## config.mk

```make
export PLATFORM = sky130hd
export DESIGN_NAME = ir_pulse_distance_decoder_flat
export DESIGN_NICKNAME = d
export VERILOG_FILES = /design/src/irpd_pkg.sv /design/src/irpd_if.sv /design/src/ir_pulse_distance_decoder.sv /design/src/irpd_cfg_regs.sv /design/src/irpd_core.sv /design/src/flat_wrapper.sv
export SDC_FILE = /design/constraint.sdc
export NUM_CORES = 1
export LEC_CHECK = 0
export BUFFER_PORTS_ARGS = -buffer_cell sky130_fd_sc_hd__buf_2
export CAP_MARGIN = 20
export CORE_UTILIZATION = 52
export CTS_CLUSTER_DIAMETER = 30
export DETAILED_ROUTE_END_ITERATION = 8
export PLACE_DENSITY = 0.69
export SETUP_SLACK_MARGIN = 0.5
export SYNTH_ARGS = -nofsm -noshare
export SYNTH_HDL_FRONTEND = slang
export SYNTH_SLANG_ARGS = --single-unit
```

## constraint.sdc

```tcl
create_clock -name clk -period 8.1 [get_ports clk]
set_clock_uncertainty 0.15 [all_clocks]
set_input_delay 2.43 -clock clk [delete_from_list [all_inputs] [get_ports clk]]
set_output_delay 2.43 -clock clk [all_outputs]
set_load 0.03 [all_outputs]
```

## src/irpd_pkg.sv

```systemverilog
// ----------------------------------------------------------------------------
// irpd_pkg
// Shared types, constants and helpers of the IR pulse-distance decoder.
// ----------------------------------------------------------------------------
package irpd_pkg;

    localparam int CODE_BITS_DEF = 32;
    localparam int KEY_W         = 32;
    localparam int TIME_W        = 16;
    localparam int REG_IDX_W     = 4;

    // Configuration register indexes.
    typedef enum logic [REG_IDX_W-1:0] {
        REG_LEADER_MIN = 4'd0,
        REG_LEADER_MAX = 4'd1,
        REG_REPEAT_MIN = 4'd2,
        REG_REPEAT_MAX = 4'd3,
        REG_ONE_MIN    = 4'd4,
        REG_ONE_MAX    = 4'd5,
        REG_ZERO_MIN   = 4'd6,
        REG_ZERO_MAX   = 4'd7
    } irpd_reg_t;

    localparam logic [TIME_W-1:0] LEADER_MIN_RST = 16'd3980;
    localparam logic [TIME_W-1:0] LEADER_MAX_RST = 16'd4316;
    localparam logic [TIME_W-1:0] REPEAT_MIN_RST = 16'd3232;
    localparam logic [TIME_W-1:0] REPEAT_MAX_RST = 16'd3568;
    localparam logic [TIME_W-1:0] ONE_MIN_RST    = 16'd602;
    localparam logic [TIME_W-1:0] ONE_MAX_RST    = 16'd780;
    localparam logic [TIME_W-1:0] ZERO_MIN_RST   = 16'd256;
    localparam logic [TIME_W-1:0] ZERO_MAX_RST   = 16'd434;

    // Interval windows, all bounds exclusive.
    typedef struct packed {
        logic [TIME_W-1:0] leader_min;
        logic [TIME_W-1:0] leader_max;
        logic [TIME_W-1:0] repeat_min;
        logic [TIME_W-1:0] repeat_max;
        logic [TIME_W-1:0] one_min;
        logic [TIME_W-1:0] one_max;
        logic [TIME_W-1:0] zero_min;
        logic [TIME_W-1:0] zero_max;
    } irpd_win_t;

    // Result of the decode step for the item now in the input register.
    typedef struct packed {
        logic             emit;
        logic [KEY_W-1:0] key_code;
        logic             is_repeat;
    } irpd_res_t;

    // Frame state exported for checking.
    typedef struct packed {
        logic       armed;
        logic       in_data;
        logic       bits_zero;
        logic       bits_over;
    } irpd_stat_t;

    function automatic logic in_window(input logic [TIME_W-1:0] v,
                                       input logic [TIME_W-1:0] lo,
                                       input logic [TIME_W-1:0] hi);
        in_window = (v > lo) && (v < hi);
    endfunction

endpackage

```

## src/irpd_if.sv

```systemverilog
// ----------------------------------------------------------------------------
// irpd_if
// Handshake channels of the decoder: edge times in, key codes out, config.
// ----------------------------------------------------------------------------
interface irpd_edge_if;
    import irpd_pkg::*;
    logic              valid;
    logic              ready;
    logic [TIME_W-1:0] edge_time;

    modport source (output valid, output edge_time, input ready);
    modport sink (input valid, input edge_time, output ready);
endinterface

interface irpd_key_if;
    import irpd_pkg::*;
    logic             valid;
    logic             ready;
    logic [KEY_W-1:0] key_code;
    logic             is_repeat;

    modport source (output valid, output key_code, output is_repeat, input ready);
    modport sink (input valid, input key_code, input is_repeat, output ready);
endinterface

interface irpd_cfg_if;
    import irpd_pkg::*;
    logic                 valid;
    logic                 ready;
    logic [REG_IDX_W-1:0] index;
    logic [TIME_W-1:0]    data;

    modport source (output valid, output index, output data, input ready);
    modport sink (input valid, input index, input data, output ready);
endinterface

```

## src/ir_pulse_distance_decoder.sv

```systemverilog
// ----------------------------------------------------------------------------
// ir_pulse_distance_decoder: edges pass the input register, key items the
// result register. Throughput is one edge per cycle but for stalls on the
// key side. Reset clears frame state, loads the default timing windows at once.
// ----------------------------------------------------------------------------
//
// Each accepted item is one capture of the free-running 16-bit timer taken
// at an IR edge. The item lands in the input register, where the decode
// logic measures the wrapping interval to the previous edge, compares
// it against the leader, repeat, one and zero windows, and updates the frame
// state. A finished code (or a repeat frame, which re-sends the held code with
// is_repeat set) is written to the result register and offered on the key
// channel.
//
// The input register moves on whenever its item produces no result or the
// result register is free or being drained, so an edge can be accepted on
// every cycle while a key item still waits downstream. Configuration writes
// are taken at any time and are expected only while the decoder is idle.
module ir_pulse_distance_decoder #(
    parameter int CODE_BITS = irpd_pkg::CODE_BITS_DEF
) (
    input  logic        clk,
    input  logic        rst_n,
    irpd_edge_if.sink   edges,
    irpd_key_if.source  keys,
    irpd_cfg_if.sink    cfg
);
    import irpd_pkg::*;

    irpd_win_t          win;
    irpd_res_t          res;
    irpd_stat_t         stat;

    logic               in_valid_reg, in_valid_next;
    logic [TIME_W-1:0]  in_time_reg;
    logic               out_valid_reg, out_valid_next;
    logic [KEY_W-1:0]   out_code_reg;
    logic               out_rpt_reg;

    logic               in_fire;
    logic               advance;
    logic               out_load;

    irpd_cfg_regs u_cfg (
        .clk   (clk),
        .rst_n (rst_n),
        .cfg   (cfg),
        .win   (win)
    );

    irpd_core #(
        .CODE_BITS (CODE_BITS)
    ) u_core (
        .clk   (clk),
        .rst_n (rst_n),
        .step  (advance),
        .now   (in_time_reg),
        .win   (win),
        .res   (res),
        .stat  (stat)
    );

    // The held item is decoded when its result, if any, has somewhere to go.
    assign advance  = in_valid_reg && (!res.emit || !out_valid_reg || keys.ready);
    assign out_load = advance && res.emit;

    assign edges.ready = !in_valid_reg || advance;
    assign in_fire     = edges.valid && edges.ready;

    always_comb
    begin
        in_valid_next = in_valid_reg;
        if (in_fire)
        begin
            in_valid_next = 1'b1;
        end
        else if (advance)
        begin
            in_valid_next = 1'b0;
        end

        out_valid_next = out_valid_reg;
        if (out_load)
        begin
            out_valid_next = 1'b1;
        end
        else if (keys.ready)
        begin
            out_valid_next = 1'b0;
        end
    end

    always_ff @(posedge clk or negedge rst_n)
    begin
        if (!rst_n)
        begin
            in_valid_reg  <= 1'b0;
            out_valid_reg <= 1'b0;
        end
        else
        begin
            in_valid_reg  <= in_valid_next;
            out_valid_reg <= out_valid_next;
        end
    end

    always_ff @(posedge clk)
    begin
        if (in_fire)
        begin
            in_time_reg <= edges.edge_time;
        end
        if (out_load)
        begin
            out_code_reg <= res.key_code;
            out_rpt_reg  <= res.is_repeat;
        end
    end

    assign keys.valid     = out_valid_reg;
    assign keys.key_code  = out_code_reg;
    assign keys.is_repeat = out_rpt_reg;

`ifndef ASSERT_OFF
    // Data mode is only ever entered from the armed state.
    a_data_armed: assert property (@(posedge clk) disable iff (!rst_n)
        stat.in_data |-> stat.armed)
        else $error("decoder in data mode while not armed");

    // The bit counter stays within one frame and never rests at zero.
    a_bits_range: assert property (@(posedge clk) disable iff (!rst_n)
        !stat.bits_zero && !stat.bits_over)
        else $error("bit counter out of range");

    // A new key item appears only after a decode step produced it.
    a_out_source: assert property (@(posedge clk) disable iff (!rst_n)
        $rose(keys.valid) |-> $past(advance && res.emit))
        else $error("key item raised without a decode step");

    // Every emitted result ends the frame and disarms the decoder.
    a_emit_idle: assert property (@(posedge clk) disable iff (!rst_n)
        out_load |=> !stat.armed && !stat.in_data)
        else $error("decoder still armed after emitting a key item");
`endif

endmodule

```

## src/irpd_cfg_regs.sv

```systemverilog
// ----------------------------------------------------------------------------
// irpd_cfg_regs
// Window threshold registers, written through the configuration channel.
// ----------------------------------------------------------------------------
module irpd_cfg_regs (
    input  logic               clk,
    input  logic               rst_n,
    irpd_cfg_if.sink           cfg,
    output irpd_pkg::irpd_win_t win
);
    import irpd_pkg::*;

    irpd_win_t win_reg;
    irpd_win_t win_next;

    assign cfg.ready = 1'b1;
    assign win       = win_reg;

    always_comb
    begin
        win_next = win_reg;
        if (cfg.valid)
        begin
            unique case (irpd_reg_t'(cfg.index))
                REG_LEADER_MIN: win_next.leader_min = cfg.data;
                REG_LEADER_MAX: win_next.leader_max = cfg.data;
                REG_REPEAT_MIN: win_next.repeat_min = cfg.data;
                REG_REPEAT_MAX: win_next.repeat_max = cfg.data;
                REG_ONE_MIN:    win_next.one_min    = cfg.data;
                REG_ONE_MAX:    win_next.one_max    = cfg.data;
                REG_ZERO_MIN:   win_next.zero_min   = cfg.data;
                REG_ZERO_MAX:   win_next.zero_max   = cfg.data;
                default:        win_next = win_reg;
            endcase
        end
    end

    always_ff @(posedge clk or negedge rst_n)
    begin
        if (!rst_n)
        begin
            win_reg.leader_min <= LEADER_MIN_RST;
            win_reg.leader_max <= LEADER_MAX_RST;
            win_reg.repeat_min <= REPEAT_MIN_RST;
            win_reg.repeat_max <= REPEAT_MAX_RST;
            win_reg.one_min    <= ONE_MIN_RST;
            win_reg.one_max    <= ONE_MAX_RST;
            win_reg.zero_min   <= ZERO_MIN_RST;
            win_reg.zero_max   <= ZERO_MAX_RST;
        end
        else
        begin
            win_reg <= win_next;
        end
    end

endmodule

```

## src/irpd_core.sv

```systemverilog
// ----------------------------------------------------------------------------
// irpd_core
// Frame state and the single-pass decode of one captured edge time.
// ----------------------------------------------------------------------------
module irpd_core #(
    parameter int CODE_BITS = irpd_pkg::CODE_BITS_DEF
) (
    input  logic                        clk,
    input  logic                        rst_n,
    input  logic                        step,
    input  logic [irpd_pkg::TIME_W-1:0] now,
    input  irpd_pkg::irpd_win_t         win,
    output irpd_pkg::irpd_res_t         res,
    output irpd_pkg::irpd_stat_t        stat
);
    import irpd_pkg::*;

    localparam int CNT_W = $clog2(CODE_BITS + 1);
    localparam int IDX_W = (CODE_BITS > 1) ? $clog2(CODE_BITS) : 1;
    localparam logic [CNT_W-1:0] BITS_FULL = CNT_W'(CODE_BITS);

    logic                 armed_reg, armed_next;
    logic                 in_data_reg, in_data_next;
    logic [TIME_W-1:0]    last_edge_reg, last_edge_next;
    logic [CNT_W-1:0]     bits_left_reg, bits_left_next;
    logic [CODE_BITS-1:0] code_reg, code_next;

    logic [TIME_W-1:0]    width;
    logic [CNT_W-1:0]     bits_dec;
    logic [IDX_W-1:0]     bit_idx;

    assign width    = now - last_edge_reg;
    assign bits_dec = bits_left_reg - CNT_W'(1);
    assign bit_idx  = bits_dec[IDX_W-1:0];

    always_comb
    begin
        armed_next     = armed_reg;
        in_data_next   = in_data_reg;
        last_edge_next = now;
        bits_left_next = bits_left_reg;
        code_next      = code_reg;
        res.emit       = 1'b0;
        res.key_code   = KEY_W'(code_reg);
        res.is_repeat  = 1'b0;

        if (!armed_reg)
        begin
            armed_next     = 1'b1;
            bits_left_next = BITS_FULL;
        end
        else if (!in_data_reg)
        begin
            priority if (in_window(width, win.leader_min, win.leader_max))
            begin
                in_data_next = 1'b1;
            end
            else if (in_window(width, win.repeat_min, win.repeat_max))
            begin
                res.emit      = 1'b1;
                res.is_repeat = 1'b1;
                armed_next    = 1'b0;
            end
            else
            begin
                armed_next = 1'b0;
            end
        end
        else
        begin
            priority if (in_window(width, win.one_min, win.one_max))
            begin
                if (bits_left_reg != '0)
                begin
                    bits_left_next     = bits_dec;
                    code_next[bit_idx] = 1'b1;
                end
            end
            else if (in_window(width, win.zero_min, win.zero_max))
            begin
                if (bits_left_reg != '0)
                begin
                    bits_left_next     = bits_dec;
                    code_next[bit_idx] = 1'b0;
                end
            end
            else
            begin
                armed_next   = 1'b0;
                in_data_next = 1'b0;
            end

            // Last bit taken: the full code goes out and the frame ends.
            if (bits_left_next == '0)
            begin
                res.emit       = 1'b1;
                res.key_code   = KEY_W'(code_next);
                bits_left_next = BITS_FULL;
                armed_next     = 1'b0;
                in_data_next   = 1'b0;
            end
        end
    end

    always_ff @(posedge clk or negedge rst_n)
    begin
        if (!rst_n)
        begin
            armed_reg     <= 1'b0;
            in_data_reg   <= 1'b0;
            last_edge_reg <= '0;
            bits_left_reg <= BITS_FULL;
            code_reg      <= '0;
        end
        else if (step)
        begin
            armed_reg     <= armed_next;
            in_data_reg   <= in_data_next;
            last_edge_reg <= last_edge_next;
            bits_left_reg <= bits_left_next;
            code_reg      <= code_next;
        end
    end

    assign stat.armed     = armed_reg;
    assign stat.in_data   = in_data_reg;
    assign stat.bits_zero = (bits_left_reg == '0);
    assign stat.bits_over = (bits_left_reg > BITS_FULL);

endmodule

```

## src/flat_wrapper.sv

```systemverilog
// flat-port wrapper written by rule: the top's interface ports become plain ports
module ir_pulse_distance_decoder_flat import irpd_pkg::*;
#(
    parameter int CODE_BITS = irpd_pkg::CODE_BITS_DEF
)
  (clk, rst_n, edges_valid, edges_edge_time, edges_ready, keys_valid, keys_key_code, keys_is_repeat, keys_ready, cfg_valid, cfg_index, cfg_data, cfg_ready);
  irpd_edge_if edges_i ();
  irpd_key_if keys_i ();
  irpd_cfg_if cfg_i ();
  input  logic clk;
  input  logic rst_n;
  input wire logic [$bits(edges_i.valid)-1:0] edges_valid;
  input wire logic [$bits(edges_i.edge_time)-1:0] edges_edge_time;
  output wire logic [$bits(edges_i.ready)-1:0] edges_ready;
  output wire logic [$bits(keys_i.valid)-1:0] keys_valid;
  output wire logic [$bits(keys_i.key_code)-1:0] keys_key_code;
  output wire logic [$bits(keys_i.is_repeat)-1:0] keys_is_repeat;
  input wire logic [$bits(keys_i.ready)-1:0] keys_ready;
  input wire logic [$bits(cfg_i.valid)-1:0] cfg_valid;
  input wire logic [$bits(cfg_i.index)-1:0] cfg_index;
  input wire logic [$bits(cfg_i.data)-1:0] cfg_data;
  output wire logic [$bits(cfg_i.ready)-1:0] cfg_ready;
  assign edges_i.valid = edges_valid;
  assign edges_i.edge_time = edges_edge_time;
  assign edges_ready = edges_i.ready;
  assign keys_valid = keys_i.valid;
  assign keys_key_code = keys_i.key_code;
  assign keys_is_repeat = keys_i.is_repeat;
  assign keys_i.ready = keys_ready;
  assign cfg_i.valid = cfg_valid;
  assign cfg_i.index = cfg_index;
  assign cfg_i.data = cfg_data;
  assign cfg_ready = cfg_i.ready;
  ir_pulse_distance_decoder #(.CODE_BITS(CODE_BITS)) u_core (.clk(clk), .rst_n(rst_n), .edges(edges_i), .keys(keys_i), .cfg(cfg_i));
endmodule
```

# After elaboration in Yosys (flattened, before gate mapping)
# Cells that the tools add are included.
dict set report classes {
  addsub 2
  n_mul 0
  div 0
  order_cmp 10
  eq_ne 8
  shift 0
  muxes 31
  bitwise 4
  n_reduce_logical 31
}
# op count
set ops {}
lappend ops {{32-bit two-way mux} 5}
lappend ops {{16-bit greater-than comparator} 4}
lappend ops {{16-bit < comparator} 4}
lappend ops {{6-bit two-way mux} 8}
lappend ops {{34-bit two-way mux} 1}
lappend ops {{33-bit two-way mux} 1}
lappend ops {{32-bit bitwise AND} 1}
lappend ops {{32-bit NOT} 1}
lappend ops {{32-bit OR} 1}
lappend ops {{2-bit AND reduction} 10}
lappend ops {{4-bit by 3-bit == test with 1-bit output (second input constant)} 4}
lappend ops {{16-bit subtractor} 1}
lappend ops {{1-bit two-way mux} 15}
lappend ops {{4-bit by 2-bit == test with 1-bit output (second input constant)} 2}
lappend ops {{1-bit logical AND} 8}
lappend ops {{6-bit logical NOT} 1}
lappend ops {{5-bit by 6-bit < comparator with 1-bit output (second input constant)} 1}
lappend ops {{6-bit nonzero test} 1}
lappend ops {{6-bit by 1-bit subtractor with 6-bit output (second input constant)} 1}
lappend ops {{1-bit demux with 5-bit select} 1}
lappend ops {{5-bit by 1-bit greater-or-equal comparator with 1-bit output (second input constant)} 1}
lappend ops {{4-bit by 1-bit == test with 1-bit output (second input constant)} 1}
lappend ops {{4-bit logical NOT} 1}
lappend ops {{2-bit nonzero test} 2}
lappend ops {{6 further kinds} 10}
dict set report word_totals {
  reg_bits 235
  latchBits 0
  ram_bits 0
  rom_bits 0
  inputBits 41
  output_inout_bits 36
  wordCells 104
  mem_count 0
}

# Longest topological paths before layout
# Gate-level depths: netlist (run 1).
dict set report logic_depth {
  ltp_word 20
  depth_mapped 24
  depth_no_buf 22
}

# By module
# From an unflattened synthesis (run 1), not the netlist that was laid out.
dict set report unflattened {
  hier_cells 1174
  hier_area_um2 13050.0
}
# mod n_inst cells_each area_each_um2 seq_area_each_um2
set by_module_without_submodules {}
lappend by_module_without_submodules {irpd_core 1 833 6516.2 1402.6}
lappend by_module_without_submodules {irpd_cfg_regs 1 282 4954.8 3251.9}
lappend by_module_without_submodules {ir_pulse_distance_decoder 1 59 1579.0 1521.5}

# Worst setup path after synthesis (run 1)
# No wires, ideal clock.
dict set report synth_timing {
  path_type {reg-to-output}
  start {register u_core.u_core.last_edge_reg[0]}
  end {output port edges_ready}
  arrival_ns 4.598
  t_required_ns 5.520
  slack_ns 0.922
  path_stages_with_launch 22
  path_buffers 0
  path_cell_list {dfrtp_1 ha_1 fa_1 nor2b_1 o21ai_0 a21boi_0 o21ai_0 a211oi_1 o31ai_1 o21bai_1 a21oi_1 xnor2_1 ha_1 nand4_1 or3_1 or4_1 nand3_1 or3_1 o211ai_2 a31oi_1 nor2_1 inv_1}
}
dict set report synth_between {
  elab_chain_cells 16
}
# element line
set synth_lines {}
lappend synth_lines {{start: declaration} irpd_core.sv:24} ;# logic [TIME_W-1:0] last_edge_reg, last_edge_next;
lappend synth_lines {{start signal: assignment} irpd_core.sv:119} ;# last_edge_reg <= last_edge_next;
lappend synth_lines {{16-bit subtractor (*)} irpd_core.sv:32} ;# assign width = now - last_edge_reg;
lappend synth_lines {{16-bit greater-than comparator or 16-bit < comparator (tied branches)} irpd_pkg.sv:63} ;# in_window = (v > lo) && (v < hi);
lappend synth_lines {{1-bit logical AND} irpd_pkg.sv:63}
lappend synth_lines {{6-bit two-way mux} irpd_core.sv:79} ;# else if (in_window(width, win.zero_min, win.zero_max))
lappend synth_lines {{6-bit two-way mux} irpd_core.sv:71} ;# priority if (in_window(width, win.one_min, win.one_max))
lappend synth_lines {{6-bit two-way mux} irpd_core.sv:52} ;# else if (!in_data_reg)
lappend synth_lines {{6-bit two-way mux} irpd_core.sv:47} ;# if (!armed_reg)
lappend synth_lines {{6-bit logical NOT} irpd_core.sv:94} ;# if (bits_left_next == '0)
lappend synth_lines {{33-bit two-way mux} irpd_core.sv:94}
lappend synth_lines {{1-bit two-way mux (*)} irpd_core.sv:52}
lappend synth_lines {{34-bit two-way mux (*)} irpd_core.sv:47}
lappend synth_lines {{1-bit logical NOT (*)} ir_pulse_distance_decoder.sv:64} ;# assign advance = in_valid_reg && (!res.emit || !out_valid_reg || keys.ready);
lappend synth_lines {{1-bit logical OR (*) (2 in a row)} ir_pulse_distance_decoder.sv:64}
lappend synth_lines {{1-bit logical AND (*)} ir_pulse_distance_decoder.sv:64}
lappend synth_lines {{1-bit logical OR (*)} ir_pulse_distance_decoder.sv:67} ;# assign edges.ready = !in_valid_reg || advance;
lappend synth_lines {{end: declaration} flat_wrapper.sv:14} ;# output wire logic [$bits(edges_i.ready)-1:0] edges_ready;
# Mark *: on every way between the ends. The rest lies on a longest branch, timed or not. The select of a mux whose other input is x is not followed.

# Worst setup path in the final report (run 1)
# Ends and elaborated chain as after synthesis.

==> results of run 1 <==
[logic make-up (layout without fill, tap and decap cells)]
| family | count (synthesis) | count (layout) | synth area share, % |
|---|---|---|---|
| muxes | 82 | 82 | 7.11 |
| xor gates and xnor gates | 19 | 19 | 1.28 |
| adders and majority gates | 145 | 145 | 14.0 |
| buffers and inverters | 217 | 388 | 6.55 |
| and+or+nand+nor | 259 | 259 | 9.89 |
| DFF | 235 | 235 | 47.6 |
| AOI/OAI and AO/OA | 281 | 281 | 13.5 |
| other | 1 | 1 | 0.0289 |
[cells in the final DEF, fill, tap and decap left out, drive strengths merged, types with 4 or more instances in the layout]
cell type and count:
ha 144, edfxtp 49, nand4 9, inv 167, buf 134, xnor2 17, a211oi 10, and3 5
and2 4, nand3 25, a21boi 5, nor3b 4, dfrtp 146, nor2 37, mux2 82, o31ai 35
and4 6, bufinv 10, clkinvlp 15, nor4 5, a22o 9, dfstp 40, clkbuf 58, nor2b 9
nand2b 5, a21o 12, o21ai 114, nand2 112, o21a 7, nor3 10, or4 14, or3 5
o211ai 7, a21oi 50, clkinv 4
[power by group through the flow]
stage                     sequential (uW)  clock, uW  combinational [uW]
after floorplan                      1690          0                1260
after global placement               1670          0                1770
after detailed placement             1680          0                1820
after CTS                            1670       2260                1990
after global routing                 1700       2320                2270
final                                1670       2230                2040
[routing by layer]
layer  part of all wire [%]  up-vias  wire, um  track usage, %
li1                       -     4645         -               -
met1                     44     4746     13900            33.5
met2                     49      257     15500            43.2
met3                    4.6       57      1470            3.40
met4                    2.7        0       843            9.05
met5                      0        -         0               0
[layout make-up]
cell class	instances	area, sq um
fillers	1894	8210
well taps	324	405
clock buffers	57	1330
clock inverters	40	553
inverters	156	586
multi-input cells	787	6250
flip-flops and latches	235	6180
repair buffers	135	888
[worst max-delay path, cell delays in order, from the launching register on]
cell and delay [ns]:
dfrtp_1 0.41, ha_4 0.18, fa_2 0.41, nor2b_2 0.14, o21ai_2 0.08, a21boi_2 0.21, buf_4 0.14, buf_4 0.09
buf_4 0.09, buf_4 0.09, buf_4 0.09, buf_4 0.09, buf_4 0.10, buf_4 0.09, buf_4 0.09, nor2_2 0.03
buf_6 0.14, ha_1 0.27, nand2_1 0.08, nor4_2 0.37, a211oi_1 0.19, or4_4 0.57, o211ai_4 0.11, a31oi_4 0.14
nor2_4 0.14, inv_1 0.05, buf_6 0.13
[through the flow]
stage | utilization (%) | total power [uW] | worst slack (ns) | cell area, sq um
CTS | 65.9 | 5920 | 0.470 | 16100
global placement | 56.1 | 3440 | 0.240 | 13700
finish | 66.4 | 5950 | 0.455 | 16200
floorplan | - | 2950 | 0.922 | 13000
detailed placement | 56.1 | 3500 | 0.180 | 13700
global route | 66.4 | 6290 | 0.247 | 16200
[timing repair]
| action | 4_1_cts | 5_1_grt |
|---|---|---|
| setup endpoints to repair | 1 | 1 |
| resized for setup | 46 | 14 |
| setup buffers | 33 | 3 |
| gates cloned | 0 | 0 |
| pin swaps | 33 | 15 |
[worst max path at each step]
stage / startpoint / to / slack [ns] / cells after the start
final: u_core.u_core.last_edge_reg[0] / edges_ready / 0.45 / 26
after CTS: u_core.u_core.last_edge_reg[0] / edges_ready / 0.47 / 23
after floorplan: u_core.u_core.last_edge_reg[0] / edges_ready / 0.92 / 21
after global routing: u_core.u_core.last_edge_reg[0] / edges_ready / 0.25 / 22
after detailed placement: u_core.u_core.last_edge_reg[1] / edges_ready / 0.18 / 22
after global placement: u_core.u_core.last_edge_reg[1] / edges_ready / 0.24 / 22
==> out/qor.yml, run 1 <==
outcome:
  outcome: "complete, no violations"
clock_network:
  clk-insertion-delay-late_ns: 0.54
  tritoncts: "built"
  cts-hold-fix-buffers: 0
  clock_tree_sinks: 235
  cts.reportedPaths.clkPinSlew_ns: 0.05
  cts-htree-levels: 2
  ctsLongestPathBuffers: 3
  cts_root_buf: "clkbuf_16"
  cts_inserted_buffers: 52
floorplan:
  die_w_um: 160
  placeableCoreArea_sq_um: 24400
  starting_density_of_the_core_pct: 53.2
  die_y_um: 160
  rows: 57
  fp.dieArea_sq_um: 25600
  ioPinCount: 77
layout:
  post_route_cells_drive_above_1_share_pct: 28.9
  nNetsFinal: 1553
  final_cells: 1734
  largest_reg_flops: 128
  areaGrowthSynthToFinish_pct: 24.6
  antenna-diode-count: 0
synthesis:
  synth_top_cells_by_count: "inv_1 (156), dfrtp_1 (146), ha_1 (144)"
  yosys_most_used_dff: "dfrtp_1"
  postSynth.asyncResetShare_pct: 79.1
  synth.top_cells.by_area: "dfrtp_1 (28%), ha_1 (14%), edfxtp_1 (11%)"
  synth.largest_area_cell: "dfrtp_1"
  synth_most_common_cell: "inv_1"
  yosys_warnings: 0
  sequential_share_of_the_synthesized_area_pct: 47.6
  cell_area_synth_sq_um: 13000
  synth_edf_count: 49
  synth_cells: 1239
  synth.net_count: 1425
  syn-mean-instance-area_sq_um: 10.5
  synth_seq_cells: 235
  synth_cell_types: 68
  netlist.area_leader.share_pct: 28.1
placement:
  place.port_buffers: 75
  numPlacedInstances: 1599
  gp_routability_congestion: 0.893
  detailed_place_hpwl_um: 21300
worst_hold_path:
  min_path_cells: 0
  worst_hold_startpoint: "u_core.u_core.code_reg[6]"
  worst_hold_path.endpoint: "u_core.keys.key_code[6]"
  path_category_of_the_worst_min_delay_check: "reg -> reg"
timing:
  final-max-slew-violation-count: 0
  timing.setup.tns_ns: 0
  grt_setup_unrepaired: "yes"
  hold_slack_ns: 0.299
  timing.slew.headroom_pct: 27.0
  layout_min_cycle_time_ns: 7.65
  final_min_period_over_clock_period_pct: 94.4
  clock.fmax_mhz: 131
  setup_violations: 0
  finalHoldViolations: 0
  tightestPinTransition_ns: 1.09
power_and_ir_drop:
  swShare_pct: 34.7
  p_clk_share_pct: 37.6
  share_seq_of_total_power_pct: 28.1
  p_comb_share_pct: 34.4
  power.net_switching_uw: 2070
  power.internal_uw: 3880
  irDropWorstVdd_mv: 0.193
  cellPowerDensity_nw_per_um2: 367
  power.leakage_uw: 0.00723
detailed_routing:
  vias: 9705
  detail-route-antenna-nets: 0
  post_drt_via_cell_ratio: 5.60
  wirelength_um: 31700
  drt-pass1-iter-count: 5
  detailedRoute.firstIterationViolations: 717
  drt_drc: 0
  wl_per_cell_um: 18.3
critical_path:
  rrSetupSlack_ns: 1.82
  crit_arrival_ns: 5.07
  worstReg2RegEnd: "u_core.u_core.code_reg[16]"
  critPathLaunchType: "flop"
  timing.reg2reg.worst_path_depth: 29
  critical_path.reg2reg.startpoint: "u_core.u_core.last_edge_reg[0]"
  worstSetupEndpointType: "output pin"
  critical_setup_path_class: "reg -> out"
  critical_path.max_fanout: 8
  critical_path_required_ns: 5.52
grt:
  antenna_found_initial: 0
  grt_max_degree: 74
  grt_pass1_wl_um: 51300
  grt_pass1_vias: 9739
  gr-usage-all-layers_pct: 25.5
  grt_remaining_overflow: 0
flow_run:
  timing.max_cap.violations: 0
Note: power is estimated with default switching activity, not from simulation.
==> run 2, diff against run 1 <==
SYNTH_HIERARCHICAL = 1   (was unset)
==> out/qor.yml, run 2 <==
placement:
  place.port_buffers: 75  # unchanged
  dpl_worst_slack_ns: 0.0386  # -0.141 ns
  gp_routability_congestion: 0.941  # +5.4%
  detailed_place_hpwl_um: 21400  # +0.55%
timing:
  hold_slack_ns: 0.287  # -0.0119 ns
  timing.slew.headroom_pct: 28.5  # +1.4 points
  setup_slack_ns: 0.353  # -0.102 ns
  grt_setup_unrepaired: "yes"
  clock.fmax_mhz: 129  # -1.3%
  setup_violations: 0  # unchanged
  final_min_period_over_clock_period_pct: 95.6  # +1.3 points
  tightestPinTransition_ns: 1.07  # -0.0229 ns
  timing.setup.tns_ns: 0  # unchanged
  layout_min_cycle_time_ns: 7.75  # +0.102 ns
  finalHoldViolations: 0  # unchanged
  final-max-slew-violation-count: 0  # unchanged
layout:
  most_common_library_cell_in_the_layout_ignoring_fill_and_taps: "inv_1"
  nNetsFinal: 1479  # -4.8%
  largest_reg_flops: 128  # unchanged
  layout_common_cells: "inv_1 (151), dfrtp_1 (146), ha_1 (142)"
  layout.core_utilization_pct: 64.6  # -1.8 points
  post_route_cells_drive_above_1_share_pct: 32.3  # +3.4 points
  antenna-diode-count: 0  # unchanged
  areaGrowthSynthToFinish_pct: 21.2
worst_hold_path:
  min_path_cells: 0  # unchanged
  path_category_of_the_worst_min_delay_check: "reg -> reg"
  worst_hold_path.endpoint: "u_core/keys.key_code[6]"
  worst_hold_startpoint: "u_core/u_core/code_reg[6]"
floorplan:
  ioPinCount: 77  # unchanged
  die_w_um: 160  # +0.17%
  starting_density_of_the_core_pct: 53.3  # about the same
  rows: 57  # unchanged
  fp.dieArea_sq_um: 25700  # +0.34%
  die_y_um: 160  # +0.17%
  placeableCoreArea_sq_um: 24500  # +0.29%
detailed_routing:
  detailedRoute.firstIterationViolations: 481  # -33%
  post_drt_via_cell_ratio: 5.54  # -1.0%
  drt_drc: 0  # unchanged
  drt-pass1-iter-count: 5  # unchanged
  vias: 9181  # -5.4%
  detail-route-antenna-nets: 0  # unchanged
  wirelength_um: 30800  # -2.9%
  wl_per_cell_um: 18.6  # +1.6%
synthesis:
  cell_area_synth_sq_um: 13000  # +0.35%
  synth.net_count: 1357  # -4.8%
  yosys_warnings: 6  # +6
  syn-mean-instance-area_sq_um: 11.1  # +6.2%
  synth_cells: 1171  # -5.5%
critical_path:
  worstSetupEndpointType: "output pin"
  critPathLaunchType: "flop"
  crit_arrival_ns: 5.17  # +0.10 ns
  worstReg2RegEnd: "u_core/u_core/code_reg[18]"
  critical_path_required_ns: 5.52  # about the same
  critical_setup_path_class: "reg -> out"
  critical-path-slowest-cell: "or4_4"
  critical_path.reg2reg.startpoint: "u_core/in_time_reg[0]"
  rrSetupSlack_ns: 1.80  # -0.02 ns
  critical_path.max_fanout: 7  # -1
  slowest_delay_ns: 0.58  # about the same
  timing.reg2reg.worst_path_depth: 32  # +10%
grt:
  grt_remaining_overflow: 0  # unchanged
  antenna_found_initial: 0  # unchanged
  grt_pass1_wl_um: 50000  # -2.6%
  grt_pass1_vias: 9553  # -1.9%
  grt_max_degree: 74  # unchanged
  gr-usage-all-layers_pct: 24.9  # -0.56 points
clock_network:
  ctsLongestPathBuffers: 3  # unchanged
  cts.reportedPaths.clkPinSlew_ns: 0.05  # about the same
  tritoncts: "built"
  cts-htree-levels: 2  # unchanged
  clk-insertion-delay-late_ns: 0.54  # about the same
  cts_inserted_buffers: 48  # -7.7%
  clock_tree_sinks: 235  # unchanged
  cts_root_buf: "clkbuf_16"
power_and_ir_drop:
  totalPowerFinal_uw: 5660  # -4.7%
  cellPowerDensity_nw_per_um2: 359  # -2.4%
  power.leakage_uw: 0.00733  # +1.4%
  irDropWorstVdd_mv: 0.227  # +18%
flow_run:
  timing.max_cap.violations: 0  # unchanged
outcome:
  outcome: "complete, no violations"
-- run 2: critical path: cells and delay by family, from the launching register on --
kind / cells / cell delay, ns
adder cells (fa/ha/maj): 3 / 0.82
XOR/XNOR: 1 / 0.13
flip-flops: 1 / 0.35
AND/OR/NAND/NOR: 9 / 1.29
AO/OA/AOI/OAI: 9 / 1.45
buffers and inverters: 4 / 0.57
-- run 2: worst max path at each step --
stage	slack, ns	endpoint	from	cells after the start
after global placement	0.28	edges_ready	u_core/in_time_reg[0]	23
after CTS	0.37	edges_ready	u_core/in_time_reg[0]	26
after detailed placement	0.04	edges_ready	u_core/in_time_reg[0]	23
final	0.35	edges_ready	u_core/in_time_reg[0]	26
after floorplan	0.61	edges_ready	u_core/in_time_reg[0]	22
after global routing	0.04	edges_ready	u_core/in_time_reg[0]	27
-- run 2: repair_timing --
item / CTS / global route
gates resized for setup: 24 / 16
hold buffers: 0 / 0
endpoints found under the setup margin: 1 / 1
pin swaps: 21 / 17
setup buffers: 22 / 5
-- run 2: cell type report --
class,instances,area [sq um]
inverters,151,567
repair buffers,124,773
well taps,324,405
multi-input cells,733,6190
clock inverters,28,345
fillers,1907,8670
clock buffers,62,1340
flip-flops and latches,235,6180
-- run 2: stage by stage --
stage,std cells,area (sq um)
5_1_grt,1657,15800
2_1_floorplan,1171,13000
3_5_place_dp,1539,13700
4_1_cts,1651,15700
6_report,1657,15800
3_3_place_gp,1538,13700
-- run 2: routing by layer --
| layer | share of wire (%) | global-route usage [%] | up-vias |
|---|---|---|---|
| li1 | - | - | 4363 |
| met1 | 43 | 31.7 | 4502 |
| met2 | 49 | 42.5 | 242 |
| met3 | 4.6 | 3.67 | 74 |
| met4 | 3.5 | 10.7 | 0 |
| met5 | 0 | 0 | - |
-- run 2: report_power, final --
| part | switching [uW] | leakage (uW) | internal (uW) |
|---|---|---|---|
| clock network | 642 | 0.000803 | 1360 |
| registers | 138 | 0.00273 | 1500 |
| logic | 1180 | 0.00380 | 852 |
| total | 1960 | 0.00733 | 3710 |
